$ cat config.mk
export PLATFORM = sky130hd
export DESIGN_NAME = twr_poll_responder_top
export DESIGN_NICKNAME = d
export VERILOG_FILES = /design/src/rtl/twrpr_pkg.sv /design/src/rtl/twrpr_resp_tx.sv /design/src/rtl/twr_poll_responder_top.sv
export SDC_FILE = /design/constraint.sdc
export NUM_CORES = 1
export LEC_CHECK = 0
export BUFFER_PORTS_ARGS = -buffer_cell sky130_fd_sc_hd__buf_2
export CORE_MARGIN = 2
export CORE_UTILIZATION = 50
export CTS_BUF_LIST = sky130_fd_sc_hd__clkbuf_4 sky130_fd_sc_hd__clkbuf_8 sky130_fd_sc_hd__clkbuf_16
export DETAILED_ROUTE_END_ITERATION = 6
export PLACE_DENSITY = 0.78
export SLEW_MARGIN = 25
export SYNTH_ARGS = -nofsm -noshare
export SYNTH_HDL_FRONTEND = slang
export SYNTH_SLANG_ARGS = --single-unit
export TNS_END_PERCENT = 30
$ cat constraint.sdc
create_clock -name clk -period 4.5 [get_ports clk]
set_input_delay 0.675 -clock clk [delete_from_list [all_inputs] [get_ports clk]]
set_output_delay 0.675 -clock clk [all_outputs]
set_load 0.02 [all_outputs]
$ cat src/rtl/twrpr_pkg.sv
// ----------------------------------------------------------------------------
// twrpr_pkg
// Shared types, codes and frame constants of the ranging poll responder.
// ----------------------------------------------------------------------------
package twrpr_pkg;

	typedef enum logic [1:0] {
		OP_RX_BYTE   = 2'd0,
		OP_FRAME_END = 2'd1,
		OP_TX_DONE   = 2'd2
	} op_t;

	localparam logic [1:0] REG_REPLY_DELAY = 2'd0;
	localparam logic [1:0] REG_ANT_DELAY   = 2'd1;

	localparam logic [15:0] REPLY_DELAY_RST = 16'd1100;
	localparam logic [15:0] ANT_DELAY_RST   = 16'd0;

	localparam int unsigned HDR_LEN  = 10;
	localparam int unsigned SEQ_POS  = 2;
	localparam int unsigned RESP_LEN = 20;

	localparam logic [4:0] RESP_RX_POS   = 5'd10;
	localparam logic [4:0] RESP_TX_POS   = 5'd14;
	localparam logic [4:0] RESP_PAD_POS  = 5'd18;
	localparam logic [4:0] RESP_LAST_POS = 5'd19;

	typedef struct packed {
		logic [7:0]  seq;
		logic [31:0] rx_lo;
		logic [31:0] sched;
		logic [31:0] polls;
		logic [31:0] sent;
	} resp_t;

	function automatic logic [7:0] poll_hdr_byte(input logic [3:0] idx);
		logic [7:0] b;
		case (idx)
			4'd0:    b = 8'h41;
			4'd1:    b = 8'h88;
			4'd2:    b = 8'h00;
			4'd3:    b = 8'hCA;
			4'd4:    b = 8'hDE;
			4'd5:    b = 8'h57;
			4'd6:    b = 8'h41;
			4'd7:    b = 8'h56;
			4'd8:    b = 8'h45;
			4'd9:    b = 8'hE0;
			default: b = 8'h00;
		endcase
		return b;
	endfunction

	function automatic logic [7:0] resp_hdr_byte(input logic [3:0] idx);
		logic [7:0] b;
		case (idx)
			4'd0:    b = 8'h41;
			4'd1:    b = 8'h88;
			4'd2:    b = 8'h00;
			4'd3:    b = 8'hCA;
			4'd4:    b = 8'hDE;
			4'd5:    b = 8'h56;
			4'd6:    b = 8'h45;
			4'd7:    b = 8'h57;
			4'd8:    b = 8'h41;
			4'd9:    b = 8'hE1;
			default: b = 8'h00;
		endcase
		return b;
	endfunction

endpackage

$ cat src/rtl/twrpr_resp_tx.sv
// ----------------------------------------------------------------------------
// twrpr_resp_tx
// Holds one response and sends its 20 bytes, one item per cycle unless stalled.
// ----------------------------------------------------------------------------
module twrpr_resp_tx (
	input  logic              clk,
	input  logic              arst_n,
	input  logic              load_valid,
	output logic              load_ready,
	input  twrpr_pkg::resp_t  load_resp,
	input  logic [15:0]       antenna_delay,
	output logic              out_valid,
	input  logic              out_ready,
	output logic [7:0]        tx_byte,
	output logic              tx_last,
	output logic [31:0]       delayed_tx_time,
	output logic [31:0]       poll_count,
	output logic [31:0]       sent_count
);

	logic             busy_q;
	logic [4:0]       idx_q;
	twrpr_pkg::resp_t resp_q;
	logic [31:0]      txts_q;
	logic             last_pos;
	logic             done;
	logic [4:0]       rx_off;
	logic [4:0]       tx_off;

	assign last_pos   = (idx_q == twrpr_pkg::RESP_LAST_POS);
	assign done       = busy_q && out_ready && last_pos;
	assign load_ready = !busy_q || done;

	always_ff @(posedge clk or negedge arst_n) begin
		if (!arst_n) begin
			busy_q <= 1'b0;
			idx_q  <= '0;
		end else if (load_valid && load_ready) begin
			busy_q <= 1'b1;
			idx_q  <= '0;
		end else if (done) begin
			busy_q <= 1'b0;
		end else if (busy_q && out_ready) begin
			idx_q <= idx_q + 5'd1;
		end
	end

	// The predicted transmit time is registered from the held record, well before
	// its bytes are sent.
	always_ff @(posedge clk) begin
		if (load_valid && load_ready) begin
			resp_q <= load_resp;
		end
		txts_q <= {resp_q.sched[23:1], 9'd0} + {16'd0, antenna_delay};
	end

	assign rx_off = idx_q - twrpr_pkg::RESP_RX_POS;
	assign tx_off = idx_q - twrpr_pkg::RESP_TX_POS;

	always_comb begin
		if (idx_q < twrpr_pkg::RESP_RX_POS) begin
			if (idx_q == 5'(twrpr_pkg::SEQ_POS)) begin
				tx_byte = resp_q.seq;
			end else begin
				tx_byte = twrpr_pkg::resp_hdr_byte(idx_q[3:0]);
			end
		end else if (idx_q < twrpr_pkg::RESP_TX_POS) begin
			tx_byte = resp_q.rx_lo[{rx_off[1:0], 3'd0} +: 8];
		end else if (idx_q < twrpr_pkg::RESP_PAD_POS) begin
			tx_byte = txts_q[{tx_off[1:0], 3'd0} +: 8];
		end else begin
			tx_byte = 8'h00;
		end
	end

	assign out_valid       = busy_q;
	assign tx_last         = last_pos;
	assign delayed_tx_time = resp_q.sched;
	assign poll_count      = resp_q.polls;
	assign sent_count      = resp_q.sent;

endmodule

$ cat src/rtl/twr_poll_responder_top.sv
// ----------------------------------------------------------------------------
// twr_poll_responder_top
// Responder of single-sided two-way ranging: checks received poll frames and
// sends a timestamped response frame for each good poll.
// ----------------------------------------------------------------------------
// A frame end item is registered at the input, and its response is loaded into
// the sender. One input item per cycle; a poll's 20 response bytes go out one
// per cycle when not stalled; a later good poll waits only while they drain.
// Reset clears all counters and the receive state; the delay registers return
// to 1100 and 0.
module twr_poll_responder_top #(
	parameter int unsigned RX_BUFFER_BYTES = 24
) (
	input  logic        clk,
	input  logic        arst_n,
	input  logic        in_valid,
	output logic        in_ready,
	input  logic [1:0]  op,
	input  logic [7:0]  rx_byte,
	input  logic        frame_good,
	input  logic [39:0] rx_timestamp,
	input  logic        tx_ok,
	output logic        out_valid,
	input  logic        out_ready,
	output logic [7:0]  tx_byte,
	output logic        tx_last,
	output logic [31:0] delayed_tx_time,
	output logic [31:0] poll_count,
	output logic [31:0] sent_count,
	input  logic        cfg_valid,
	output logic        cfg_ready,
	input  logic [1:0]  cfg_index,
	input  logic [15:0] cfg_data
);

	localparam logic [5:0] BUF_BYTES = 6'(RX_BUFFER_BYTES);
	localparam logic [5:0] HDR_BYTES = 6'(twrpr_pkg::HDR_LEN);
	localparam logic [5:0] SEQ_BYTE  = 6'(twrpr_pkg::SEQ_POS);

	logic [15:0]      reply_delay_q;
	logic [15:0]      ant_delay_q;
	logic [5:0]       byte_index_q;
	logic             header_match_q;
	logic [7:0]       seq_q;
	logic [31:0]      polls_q;
	logic [31:0]      sent_q;

	logic             valid_s1;
	logic [1:0]       op_s1;
	logic [7:0]       byte_s1;
	logic             good_s1;
	logic [39:0]      ts_s1;
	logic             tx_ok_s1;

	logic             hit;
	logic             advance;
	logic             load_ready;
	logic             byte_bad;
	logic [39:0]      sched_sum;
	twrpr_pkg::resp_t resp;

	assign cfg_ready = 1'b1;

	always_ff @(posedge clk or negedge arst_n) begin
		if (!arst_n) begin
			reply_delay_q <= twrpr_pkg::REPLY_DELAY_RST;
			ant_delay_q   <= twrpr_pkg::ANT_DELAY_RST;
		end else if (cfg_valid) begin
			unique case (cfg_index)
				twrpr_pkg::REG_REPLY_DELAY: reply_delay_q <= cfg_data;
				twrpr_pkg::REG_ANT_DELAY:   ant_delay_q   <= cfg_data;
				default: ;
			endcase
		end
	end

	assign hit = valid_s1 && (op_s1 == twrpr_pkg::OP_FRAME_END) && good_s1 &&
		header_match_q && (byte_index_q >= HDR_BYTES) && (byte_index_q <= BUF_BYTES);
	assign advance  = valid_s1 && (!hit || load_ready);
	assign in_ready = !valid_s1 || advance;

	always_ff @(posedge clk or negedge arst_n) begin
		if (!arst_n) begin
			valid_s1 <= 1'b0;
		end else if (in_ready) begin
			valid_s1 <= in_valid;
		end
	end

	always_ff @(posedge clk) begin
		if (in_ready && in_valid) begin
			op_s1    <= op;
			byte_s1  <= rx_byte;
			good_s1  <= frame_good;
			ts_s1    <= rx_timestamp;
			tx_ok_s1 <= tx_ok;
		end
	end

	always_comb begin
		byte_bad = 1'b0;
		if (byte_index_q >= BUF_BYTES) begin
			byte_bad = 1'b1;
		end else if (byte_index_q < HDR_BYTES && byte_index_q != SEQ_BYTE) begin
			byte_bad = (byte_s1 != twrpr_pkg::poll_hdr_byte(byte_index_q[3:0]));
		end
	end

	always_ff @(posedge clk or negedge arst_n) begin
		if (!arst_n) begin
			byte_index_q   <= '0;
			header_match_q <= 1'b1;
			seq_q          <= '0;
			polls_q        <= '0;
			sent_q         <= '0;
		end else if (advance) begin
			case (op_s1)
				twrpr_pkg::OP_RX_BYTE: begin
					if (byte_bad) begin
						header_match_q <= 1'b0;
					end
					if (byte_index_q != 6'd63) begin
						byte_index_q <= byte_index_q + 6'd1;
					end
				end
				twrpr_pkg::OP_FRAME_END: begin
					byte_index_q   <= '0;
					header_match_q <= 1'b1;
					if (hit) begin
						polls_q <= polls_q + 32'd1;
					end
				end
				twrpr_pkg::OP_TX_DONE: begin
					if (tx_ok_s1) begin
						sent_q <= sent_q + 32'd1;
						seq_q  <= seq_q + 8'd1;
					end
				end
				default: ;
			endcase
		end
	end

	assign sched_sum   = ts_s1 + {8'd0, reply_delay_q, 16'd0};
	assign resp.seq    = seq_q;
	assign resp.rx_lo  = ts_s1[31:0];
	assign resp.sched  = sched_sum[39:8];
	assign resp.polls  = polls_q + 32'd1;
	assign resp.sent   = sent_q;

	twrpr_resp_tx u_resp_tx (
		.clk             (clk),
		.arst_n          (arst_n),
		.load_valid      (hit),
		.load_ready      (load_ready),
		.load_resp       (resp),
		.antenna_delay   (ant_delay_q),
		.out_valid       (out_valid),
		.out_ready       (out_ready),
		.tx_byte         (tx_byte),
		.tx_last         (tx_last),
		.delayed_tx_time (delayed_tx_time),
		.poll_count      (poll_count),
		.sent_count      (sent_count)
	);

endmodule

== After elaboration in Yosys (flattened, before gate mapping) ==
Memory sizes are Yosys's and may differ from the RTL's.
Cells that the tools add are included.
Cells by class
  eq/ne operators: 11
  order comparisons: 7
  shifts and indexed selects: 2
  div/mod/pow operators: 0
  multiplexer cells: 17
  reductions and logical operators: 29
  bitwise logic cells: 0
  add/subtract/negate cells: 9
  multiply operators: 0
Operators with widths (count)
  $add 32x1->32 const B: 2
  $shiftx 32x6->8: 2
  $mux 8: 6
  $add 40x32->40: 1
  $add 32x16->32: 1
  $mux 5: 3
  $pmux 6 s2: 1
  $reduce_and 3->1: 4
  $logic_and 1x1->1: 11
  $lt 5x4->1 const B: 2
  $add 8x1->8 const B: 1
  $ne 8x8->1: 1
  $add 6x1->6 const B: 1
  $ge 6x4->1 const B: 1
  $ge 6x5->1 const B: 1
  $le 6x5->1 const B: 1
  $lt 6x4->1 const B: 1
  $mux 6: 1
  $ne 2x2->1 const B: 3
  $ne 6x2->1 const B: 1
  $ne 6x6->1 const B: 1
  $reduce_and 2->1: 3
  $reduce_bool 2->1: 3
  $add 5x1->5 const B: 1
  11 further kinds: 22
Storage, ports and cells
  bits in latches: 0
  output and inout bits: 108
  bits in writable memories: 0
  flip-flop bits (word level): 338
  word-level logic and storage cells: 98
  ROM bits: 256
  input port bits: 75
  memories kept: 2
Memories
  (no name shown): words 16, bits a word 8, rd ports 1, clocked after Yosys merged registers in 0, wr ports 0, line twrpr_pkg.sv:38  | case (idx)
  (no name shown): words 16, bits a word 8, rd ports 1, clocked after Yosys merged registers in 0, wr ports 0, line twrpr_pkg.sv:56  | case (idx)

== Longest topological paths before layout ==
Gate-level depths: netlist (run 1).
  depth after elaboration: 11
  depth in mapped cells: 10
  mapped depth without buffers: 10

== By module ==
A second synthesis (run 1) with hierarchy kept.
Second synthesis, totals
  cell total of the unflattened synthesis: 1215
  area total of the unflattened synthesis: 15522.4 µm²
By module, submodules not included
  twr_poll_responder_top: area an instance 8114.0 µm², cells each 703, sequential area each 4370.4 µm², times used 1
  twrpr_resp_tx: area an instance 7408.4 µm², cells each 512, sequential area each 4874.7 µm², times used 1

== Worst setup path before layout (run 1) ==
Ideal clock, no wire load.
  path type: reg-to-reg
  start: register byte_index_q[0]
  end: register byte_s1[0] (enable)
  arrival: 3494 ps
  period minus slack after synthesis: 3962 ps
  stages on the path, launching flop included: 7
  path slack: 538 ps
  path through: dfrtp_1 inv_1 ha_1 nor2b_1 nor2_2 nor3_4 nor2b_1
On the way
  cells in the longest elaborated chain, start to end: 8
Ends and longest elaborated chain
  from (decl): line twr_poll_responder_top.sv:42  | logic [5:0] byte_index_q;
  from (signal assigned): line twr_poll_responder_top.sv:123  | byte_index_q <= byte_index_q + 6'd1;
  $ge 6x4->1: line twr_poll_responder_top.sv:78  | header_match_q && (byte_index_q >= HDR_BYTES) && (byte_index_q <= BUF_BYTES);
  $logic_and 1x1->1: line twr_poll_responder_top.sv:78
  $logic_and 1x1->1 (*): line twr_poll_responder_top.sv:78
  $logic_not 1->1 (*): line twr_poll_responder_top.sv:79  | assign advance = valid_s1 && (!hit || load_ready);
  $logic_or 1x1->1 (*): line twr_poll_responder_top.sv:79
  $logic_and 1x1->1 (*): line twr_poll_responder_top.sv:79
  $logic_or 1x1->1 (*): line twr_poll_responder_top.sv:80  | assign in_ready = !valid_s1 || advance;
  $logic_and 1x1->1 (*): line twr_poll_responder_top.sv:91  | if (in_ready && in_valid) begin
  to (signal assigned): line twr_poll_responder_top.sv:93  | byte_s1 <= rx_byte;
  to (decl): line twr_poll_responder_top.sv:50  | logic [7:0] byte_s1;
Mark *: on every way between the ends. The rest lies on a longest branch, timed or not.
A chain may end at the register's enable or synchronous reset.

== Worst setup path after layout (run 1) ==
  start: register u_resp_tx.idx_q[1]
  end: output port tx_byte[7]
On the way
  cells in the longest elaborated chain, start to end: 5
Ends and longest elaborated chain
  from (decl): line twrpr_resp_tx.sv:22  | logic [4:0] idx_q;
  from (signal assigned): line twrpr_resp_tx.sv:44  | idx_q <= idx_q + 5'd1;
  $sub 2x2->2: line twrpr_resp_tx.sv:57, twrpr_resp_tx.sv:58
  $shiftx 32x6->8: line twrpr_resp_tx.sv:70  | tx_byte = txts_q[{tx_off[1:0], 3'd0} +: 8];
  $mux 8: line twrpr_resp_tx.sv:69  | end else if (idx_q < twrpr_pkg::RESP_PAD_POS) begin
  $mux 8: line twrpr_resp_tx.sv:67  | end else if (idx_q < twrpr_pkg::RESP_TX_POS) begin
  $mux 8 (*): line twrpr_resp_tx.sv:61  | if (idx_q < twrpr_pkg::RESP_RX_POS) begin
  to (decl): line twr_poll_responder_top.sv:25  | output logic [7:0] tx_byte,
Marked as above.

==> results of run 1 <==
-- sequential cells by signal, summed over array words and instances, names as in the netlist --
name / cells
ant_delay_q: 16
good_s1: 1
polls_q: 32
op_s1: 2
sent_q: 32
valid_s1: 1
ts_s1: 40
u_resp_tx.txts_q: 32
reply_delay_q: 16
u_resp_tx.poll_count: 32
byte_index_q: 6
u_resp_tx.sent_count: 32
header_match_q: 1
byte_s1: 8
seq_q: 8
u_resp_tx.out_valid: 1
u_resp_tx.idx_q: 5
u_resp_tx.delayed_tx_time: 32
u_resp_tx.resp_q: 32
tx_ok_s1: 1
-- report_power, final --
part / switching, W / total [W] / internal, W
registers: 0.000276 / 0.00373 / 0.00345
clock network: 0.00116 / 0.00311 / 0.00195
logic: 0.000993 / 0.00175 / 0.000759
total: 0.00243 / 0.00859 / 0.00616
-- worst max-delay path, cell delays in order (launching register included) --
cell      delay (ns)
dfrtp_1         1.02
ha_1            0.34
nand2b_1        0.11
nor3_1          0.61
or3_1           0.20
a21oi_1         0.08
a211oi_1        0.20
nor2_1          0.08
buf_2           0.18
-- layout make-up --
class | instances | area (µm²)
fillers | 2371 | 12600
flip-flops and latches | 330 | 9000
multi-input cells | 652 | 4890
clock buffers | 50 | 1070
repair buffers | 189 | 1010
well taps | 390 | 488
clock inverters | 15 | 201
inverters | 29 | 114
diodes | 4 | 10.0
-- final timing paths --
path                            slack, ns                    to
worst max-delay path                 0.50            tx_byte[7]
worst min-delay path                 0.25      reply_delay_q[8]
worst max register to register       1.26  u_resp_tx.resp_q[98]
worst min register to register       0.36   u_resp_tx.txts_q[2]
max in group asynchronous            3.41        header_match_q
min in group clk                     0.34              ts_s1[6]
-- cells by family (layout without fill, tap and decap cells) --
family / count (synthesis) / after routing
buf+inv: 148 / 283
xor+xnor: 150 / 150
flops: 330 / 330
simple gates: 301 / 301
mux: 52 / 52
fa+ha+maj: 38 / 38
compound gates: 110 / 110
other cells: 1 / 5
-- cells in the mapped netlist (13+ instances only) --
library cell | count | share of area
a21oi_1 | 27 | 0.0091
inv_1 | 26 | 0.0066
nor2b_1 | 13 | 0.0055
edfxtp_1 | 180 | 0.36
buf_4 | 97 | 0.049
nand3_1 | 37 | 0.013
mux2_2 | 32 | 0.024
xnor2_1 | 103 | 0.061
dfrtp_1 | 113 | 0.19
and3_1 | 18 | 0.0076
nor2_1 | 74 | 0.019
nand2_1 | 79 | 0.020
dfxtp_1 | 32 | 0.043
ha_1 | 36 | 0.030
nand4_1 | 21 | 0.0089
xor2_1 | 47 | 0.028
-- per-stage QoR --
step | util | instance area, µm²
after CTS | 0.570 | 16800
after global placement | 0.527 | 15500
after global routing | 0.570 | 16800
final | 0.571 | 16800
after detailed placement | 0.527 | 15500
after floorplan | - | 14800
-- layer usage --
metal	GRT usage	vias up
met3	0.0381	55
li1	-	4161
met1	0.289	4348
met2	0.301	241
met4	0.0582	2
met5	0	-
==> impl_metrics.json, run 1 <==
{
  "status": "completed",
  "port_buf_inserts": 181,
  "wl_met3_um": 1670,
  "clock_latency_ns": 0.51,
  "vias_in_the_first_global_route": 8584,
  "timing.max_slew.rel_slack": 0.315,
  "die_height_um": 176,
  "worstSetupStartpointType": "register",
  "reg2regPathDepth": 6,
  "worst_r2r_startpoint": "u_resp_tx.idx_q[1]",
  "yosys.area_share.adder": 0.0331,
  "clock_tree.buffer_depth": 3,
  "drt-initial-drc-count": 731,
  "dp_hpwl_um": 21500,
  "groute.usage.overall": 0.197,
  "minimum_clock_period_after_layout_ns": 4.00,
  "async_flop_share": 0.358,
  "total_leakage_power_nw": 7.00,
  "ys_types": 78,
  "worst_setup_path_startpoint": "u_resp_tx.idx_q[1]",
  "initial_utilization": 0.504,
  "boundaryPins": 183,
  "synth_seq_cells": 330,
  "post_cts.repair.setup_buffers": 0,
  "power_w": 0.00859,
  "synth-edff-count": 180,
  "grt_first_pass_wirelength_um": 47900,
  "finalWirelength_um": 30200,
  "top_layer": "met5",
  "vias_per_cell": 5.31,
  "layout_common_cells": "edfxtp_1, buf_2, dfrtp_1",
  "mappedNetlistArea_mm2": 0.0148,
  "antenna_violating_nets_post_route": 0,
  "core_region_area_mm2": 0.0294,
  "drive_gt1_frac": 0.259,
  "cp_data_required_time_ns": 3.83,
  "synth_area_per_cell_um2": 13.1,
  "gpl.final_weighted_congestion": 0.845,
  "setup_viol_count_final": 0,
  "grt_overflow": 0,
  "yosysSeqAreaShare": 0.608,
  "met2WireLength_um": 13800,
  "dominantRegCellSynth": "edfxtp_1",
  "drcViolationCount": 0,
  "cp_max_fo": 26,
  "post_cts.resized_instances": 0,
  "peakVddDrop_v": 0.000254,
  "rsz0062_at_grt": "false",
  "synth_cells": 1130,
  "clk_pin_slew_worst_paths_ns": 0.06,
  "tritoncts.num_buffers": 37,
  "finalCritPeriodShare": 0.889,
  "cts_root_buffer": "clkbuf_16",
  "setup_total_negative_slack_ns": 0,
  "tritoncts_clock_tree": "built",
  "tightestPinTransition_ns": 1.03,
  "drt_pass1_iterations": 5,
  "critPathArrivalTime_ns": 3.33,
  "post_cts_hold_buffer_count": 0,
  "grt_max_degree": 74,
  "num_rows": 63,
  "drt-met1-wl_um": 13900,
  "final_hold_fails": 0,
  "slew_violations": 0,
  "syn_nets": 1243,
  "critical_path.endpoint_type": "output port",
  "timing.final.ws_setup_ns": 0.499,
  "num-nets-final": 1352,
  "wire_length_per_cell_after_detailed_routing_um": 18.2,
  "synth_compound_area_frac": 0.0530,
  "hold-worst-slack_ns": 0.251,
  "p_per_area_mw_per_mm2": 512,
  "critPathKind": "reg -> out",
  "drv.max_cap_violation_count": 0,
  "yosys_warning_total": 0,
  "cts-htree-levels": 2,
  "timing.hold.worst.class": "in -> async",
  "post_synth_and_or_nand_nor_area_fraction": 0.105,
  "via_count": 8807,
  "synth_top_family_by_area": "simple AND/OR/NAND/NOR gates",
  "synth_mux_area_frac": 0.0481,
  "die_x_um": 176,
  "dp_slack_ns": 1.03,
  "final-instance-count-excl-fill": 1659,
  "antenna_violations_before_repair": 6,
  "cts.sink_count": 330,
  "synth_xor_xnor_area_share": 0.0887,
  "finClkSkew_ns": 0.0148,
  "dpl.cell_count": 1590,
  "syn_to_final_growth_pct": 13.2,
  "fmax_mhz": 250,
  "die-area_mm2": 0.0310
}
No activity file was read; power rests on OpenSTA's default activity.
==> inputs of run 2 (changes only) <==
--- a/config.mk
+++ b/config.mk
@@ -6,6 +6,7 @@
 export NUM_CORES = 1
 export LEC_CHECK = 0
 export BUFFER_PORTS_ARGS = -buffer_cell sky130_fd_sc_hd__buf_2
+export CORE_ASPECT_RATIO = 0.75
 export CORE_MARGIN = 2
 export CORE_UTILIZATION = 50
 export CTS_BUF_LIST = sky130_fd_sc_hd__clkbuf_4 sky130_fd_sc_hd__clkbuf_8 sky130_fd_sc_hd__clkbuf_16
@@ -14,5 +15,6 @@
 export SLEW_MARGIN = 25
 export SYNTH_ARGS = -nofsm -noshare
 export SYNTH_HDL_FRONTEND = slang
+export SYNTH_HIERARCHICAL = 1
 export SYNTH_SLANG_ARGS = --single-unit
 export TNS_END_PERCENT = 30
==> run 2 against run 1 <==
  * Non-clock buffer count grew 5
  * Die area is 4.7% higher
  * Combinational power shrank 11%
  * Largest cell class unchanged
  * Critical path depth stayed put
  * Sequential share of layout area down 0.29 points
  * Fmax increased by 4.5%
  * Sequential power barely moved
  * Total power shrank 4.8%
  * Highest routed layer is now met4
  * Register-to-register slack gained 0.02 ns
  * Final area rose by 3.2%
  * Setup slack better by 0.17 ns
==> impl_metrics.json, run 2 <==
{
  "synth_seq_cells": 338,
  "critical_path.slowest_cell": "nor4_2",
  "boundaryPins": 183,
  "yosys_warning_total": 6,
  "slew_violations": 0,
  "pwr-share-comb": 0.190,
  "syn_to_final_growth_pct": 11.6,
  "ys_types": 85,
  "dp_hpwl_um": 23500,
  "post_cts.resized_instances": 0,
  "synth_top_cells_by_count": "edfxtp_1, dfrtp_1, buf_4",
  "final_hold_fails": 0,
  "timing.hold.worst.class": "in -> async",
  "cts_root_buffer": "clkbuf_16",
  "mappedNetlistArea_mm2": 0.0155,
  "clkPwrFrac": 0.356,
  "register_share_of_total_power": 0.454,
  "yosysSeqAreaShare": 0.596,
  "num_rows": 55,
  "critPathArrivalTime_ns": 3.15,
  "groute.usage.overall": 0.202,
  "worstReg2RegEnd": "ts_s1[37]",
  "cp_common_cell": "inv_1",
  "cellInternalPower_w": 0.00588,
  "cpLargestDelayFamily": "simple AND/OR/NAND/NOR gates",
  "antenna_diode_count": 0,
  "finalCritPeriodShare": 0.850,
  "reg2reg_setup_slack_ns": 1.28,
  "num-nets-final": 1422,
  "drt_pass1_iterations": 5,
  "peakVddDrop_v": 0.000343,
  "clock_tree.buffer_depth": 3,
  "cp_max_fo": 15,
  "reg2regPathDepth": 8,
  "cp.buffers_inverters": 4,
  "grt_first_pass_wirelength_um": 51400,
  "async_flop_share": 0.349,
  "critPathKind": "reg -> out",
  "layout_common_cells": "edfxtp_1, buf_2, dfrtp_1",
  "clk_pin_slew_worst_paths_ns": 0.06,
  "synth_top_cell_by_area": "edfxtp_1",
  "worstSetupStartpointType": "register",
  "vias_in_the_first_global_route": 9106,
  "gpl.final_weighted_congestion": 0.879,
  "wire_length_per_cell_after_detailed_routing_um": 18.9,
  "critical_path.endpoint_type": "output port",
  "cp_data_required_time_ns": 3.83,
  "vias_per_cell": 5.44,
  "drive_gt1_frac": 0.253,
  "p_per_area_mw_per_mm2": 472,
  "tightestPinTransition_ns": 0.859,
  "top_flop_regs": "ts_s1: 40 flops, u_resp_tx/resp_q: 40 flops",
  "critical_path.cell_chain": "ha_1 > nand4bb_1 > inv_2 > a21boi_1 > inv_1 > nor4_2 > inv_1 > buf_2",
  "finalWirelength_um": 32700,
  "die_height_um": 157,
  "tritoncts.num_buffers": 36,
  "synth_top_area_cells": "edfxtp_1, dfrtp_1, xnor2_1",
  "placement.cell_area_mm2": 0.0161,
  "timing.max_slew.rel_slack": 0.425,
  "setup_total_negative_slack_ns": 0,
  "clock_latency_ns": 0.53,
  "status": "completed",
  "dominantRegCellSynth": "edfxtp_1",
  "initial_utilization": 0.511,
  "core_region_area_mm2": 0.0303,
  "antenna_violations_before_repair": 0,
  "p_switching_w": 0.00229,
  "post-synth-top-count-cell": "edfxtp_1",
  "worst_r2r_startpoint": "u_resp_tx/idx_q[1]",
  "die-area_mm2": 0.0325,
  "synth_cells": 1215,
  "die_x_um": 207,
  "tritoncts_clock_tree": "built",
  "p_sw_frac": 0.280,
  "port_buf_inserts": 181,
  "drcViolationCount": 0,
  "post_cts.repair.setup_buffers": 0,
  "synth-edff-count": 188,
  "antenna_violating_nets_post_route": 0,
  "most_frequent_standard_cell_in_the_layout_excluding_fill_and_tap_cells": "edfxtp_1",
  "synth_largest_type_area_fraction": 0.364,
  "setup_viol_count_final": 0,
  "finClkSkew_ns": 0.0247,
  "timing.critical_path.slowest_cell_delay_ns": 0.70,
  "synth_area_per_cell_um2": 12.8,
  "cts.sink_count": 338,
  "drt-initial-drc-count": 647,
  "post_cts_hold_buffer_count": 0,
  "grt_overflow": 0,
  "minimum_clock_period_after_layout_ns": 3.83,
  "fmax_mhz": 261,
  "final_cell_area_mm2": 0.0173,
  "syn_nets": 1328,
  "total_leakage_power_nw": 6.79,
  "grt_max_degree": 74,
  "via_count": 9441,
  "rsz0062_at_grt": "false",
  "drv.max_cap_violation_count": 0,
  "cts-htree-levels": 2
}
==> run 2: cell types whose count changed in the layout (fill, tap and decap cells not counted), sizes merged, moves of 12 or more <==
cell	change
o21ai	+16
mux2	+12
a21oi	+23
nand4	+16
nor2	-23
==> run 2: layout make-up <==
type / count / area, µm²
clock buffer: 53 / 1070
clock inverter: 13 / 108
fill: 2406 / 13000
inverter: 22 / 82.6
multi-input combinational: 717 / 5270
sequential: 338 / 9250
tap: 399 / 499
timing repair buffer: 194 / 1040
==> run 2: worst max path at each step <==
| stage | startpoint | endpoint | slack (ns) | cells past startpoint |
|---|---|---|---|---|
| after global placement | u_resp_tx/idx_q[1] | in_ready | 1.26 | 8 |
| final | u_resp_tx/idx_q[1] | in_ready | 0.67 | 8 |
| after CTS | u_resp_tx/idx_q[1] | in_ready | 0.65 | 8 |
| after detailed placement | u_resp_tx/idx_q[1] | in_ready | 1.23 | 8 |
| after floorplan | u_resp_tx/idx_q[0] | byte_s1[0] | 0.31 | 7 |
| after global routing | u_resp_tx/idx_q[1] | in_ready | 0.46 | 8 |
==> run 2: cells by family after synthesis <==
kind of cell / Yosys count / synth area share
xor+xnor: 144 / 0.0813
compound gates: 156 / 0.0667
simple gates: 314 / 0.110
other cells: 1 / 0.000242
mux: 64 / 0.0487
buf+inv: 160 / 0.0662
flops: 338 / 0.596
fa+ha+maj: 38 / 0.0316
==> run 2: metrics by stage <==
step	cells	power [W]	util	setup slack, ns	hold slack, ns
after floorplan	1215	0.00488	-	0.313	0.342
after global placement	1669	0.00526	0.531	1.26	0.347
after detailed placement	1669	0.00530	0.531	1.23	0.354
after CTS	1735	0.00823	0.570	0.654	0.293
after global routing	1736	0.00855	0.571	0.458	0.217
final	1736	0.00818	0.571	0.673	0.165
==> run 2: metal layers <==
| metal | up-vias | routed length, µm | GRT usage |
|---|---|---|---|
| met5 | - | 0 | 0 |
| met4 | 0 | 647 | 0.0585 |
| met1 | 4579 | 15700 | 0.311 |
| met3 | 47 | 2500 | 0.0425 |
| met2 | 334 | 13900 | 0.288 |
| li1 | 4481 | - | - |
==> run 2: power by group through the flow <==
stage	sequential (W)	combinational, W	clock (W)
after floorplan	0.00369	0.00120	0
after global placement	0.00376	0.00150	0
after detailed placement	0.00377	0.00153	0
after CTS	0.00371	0.00154	0.00298
after global routing	0.00374	0.00171	0.00309
final	0.00371	0.00155	0.00291
==> run 2: worst reg2reg max path, delay by kind of cell (launching register included) <==
family	cells	cell delay, ns
AOI/OAI and AO/OA	1	0.32
buffers and inverters	3	0.51
adders and majority gates	1	0.32
DFF	1	0.56
and+or+nand+nor	3	1.24
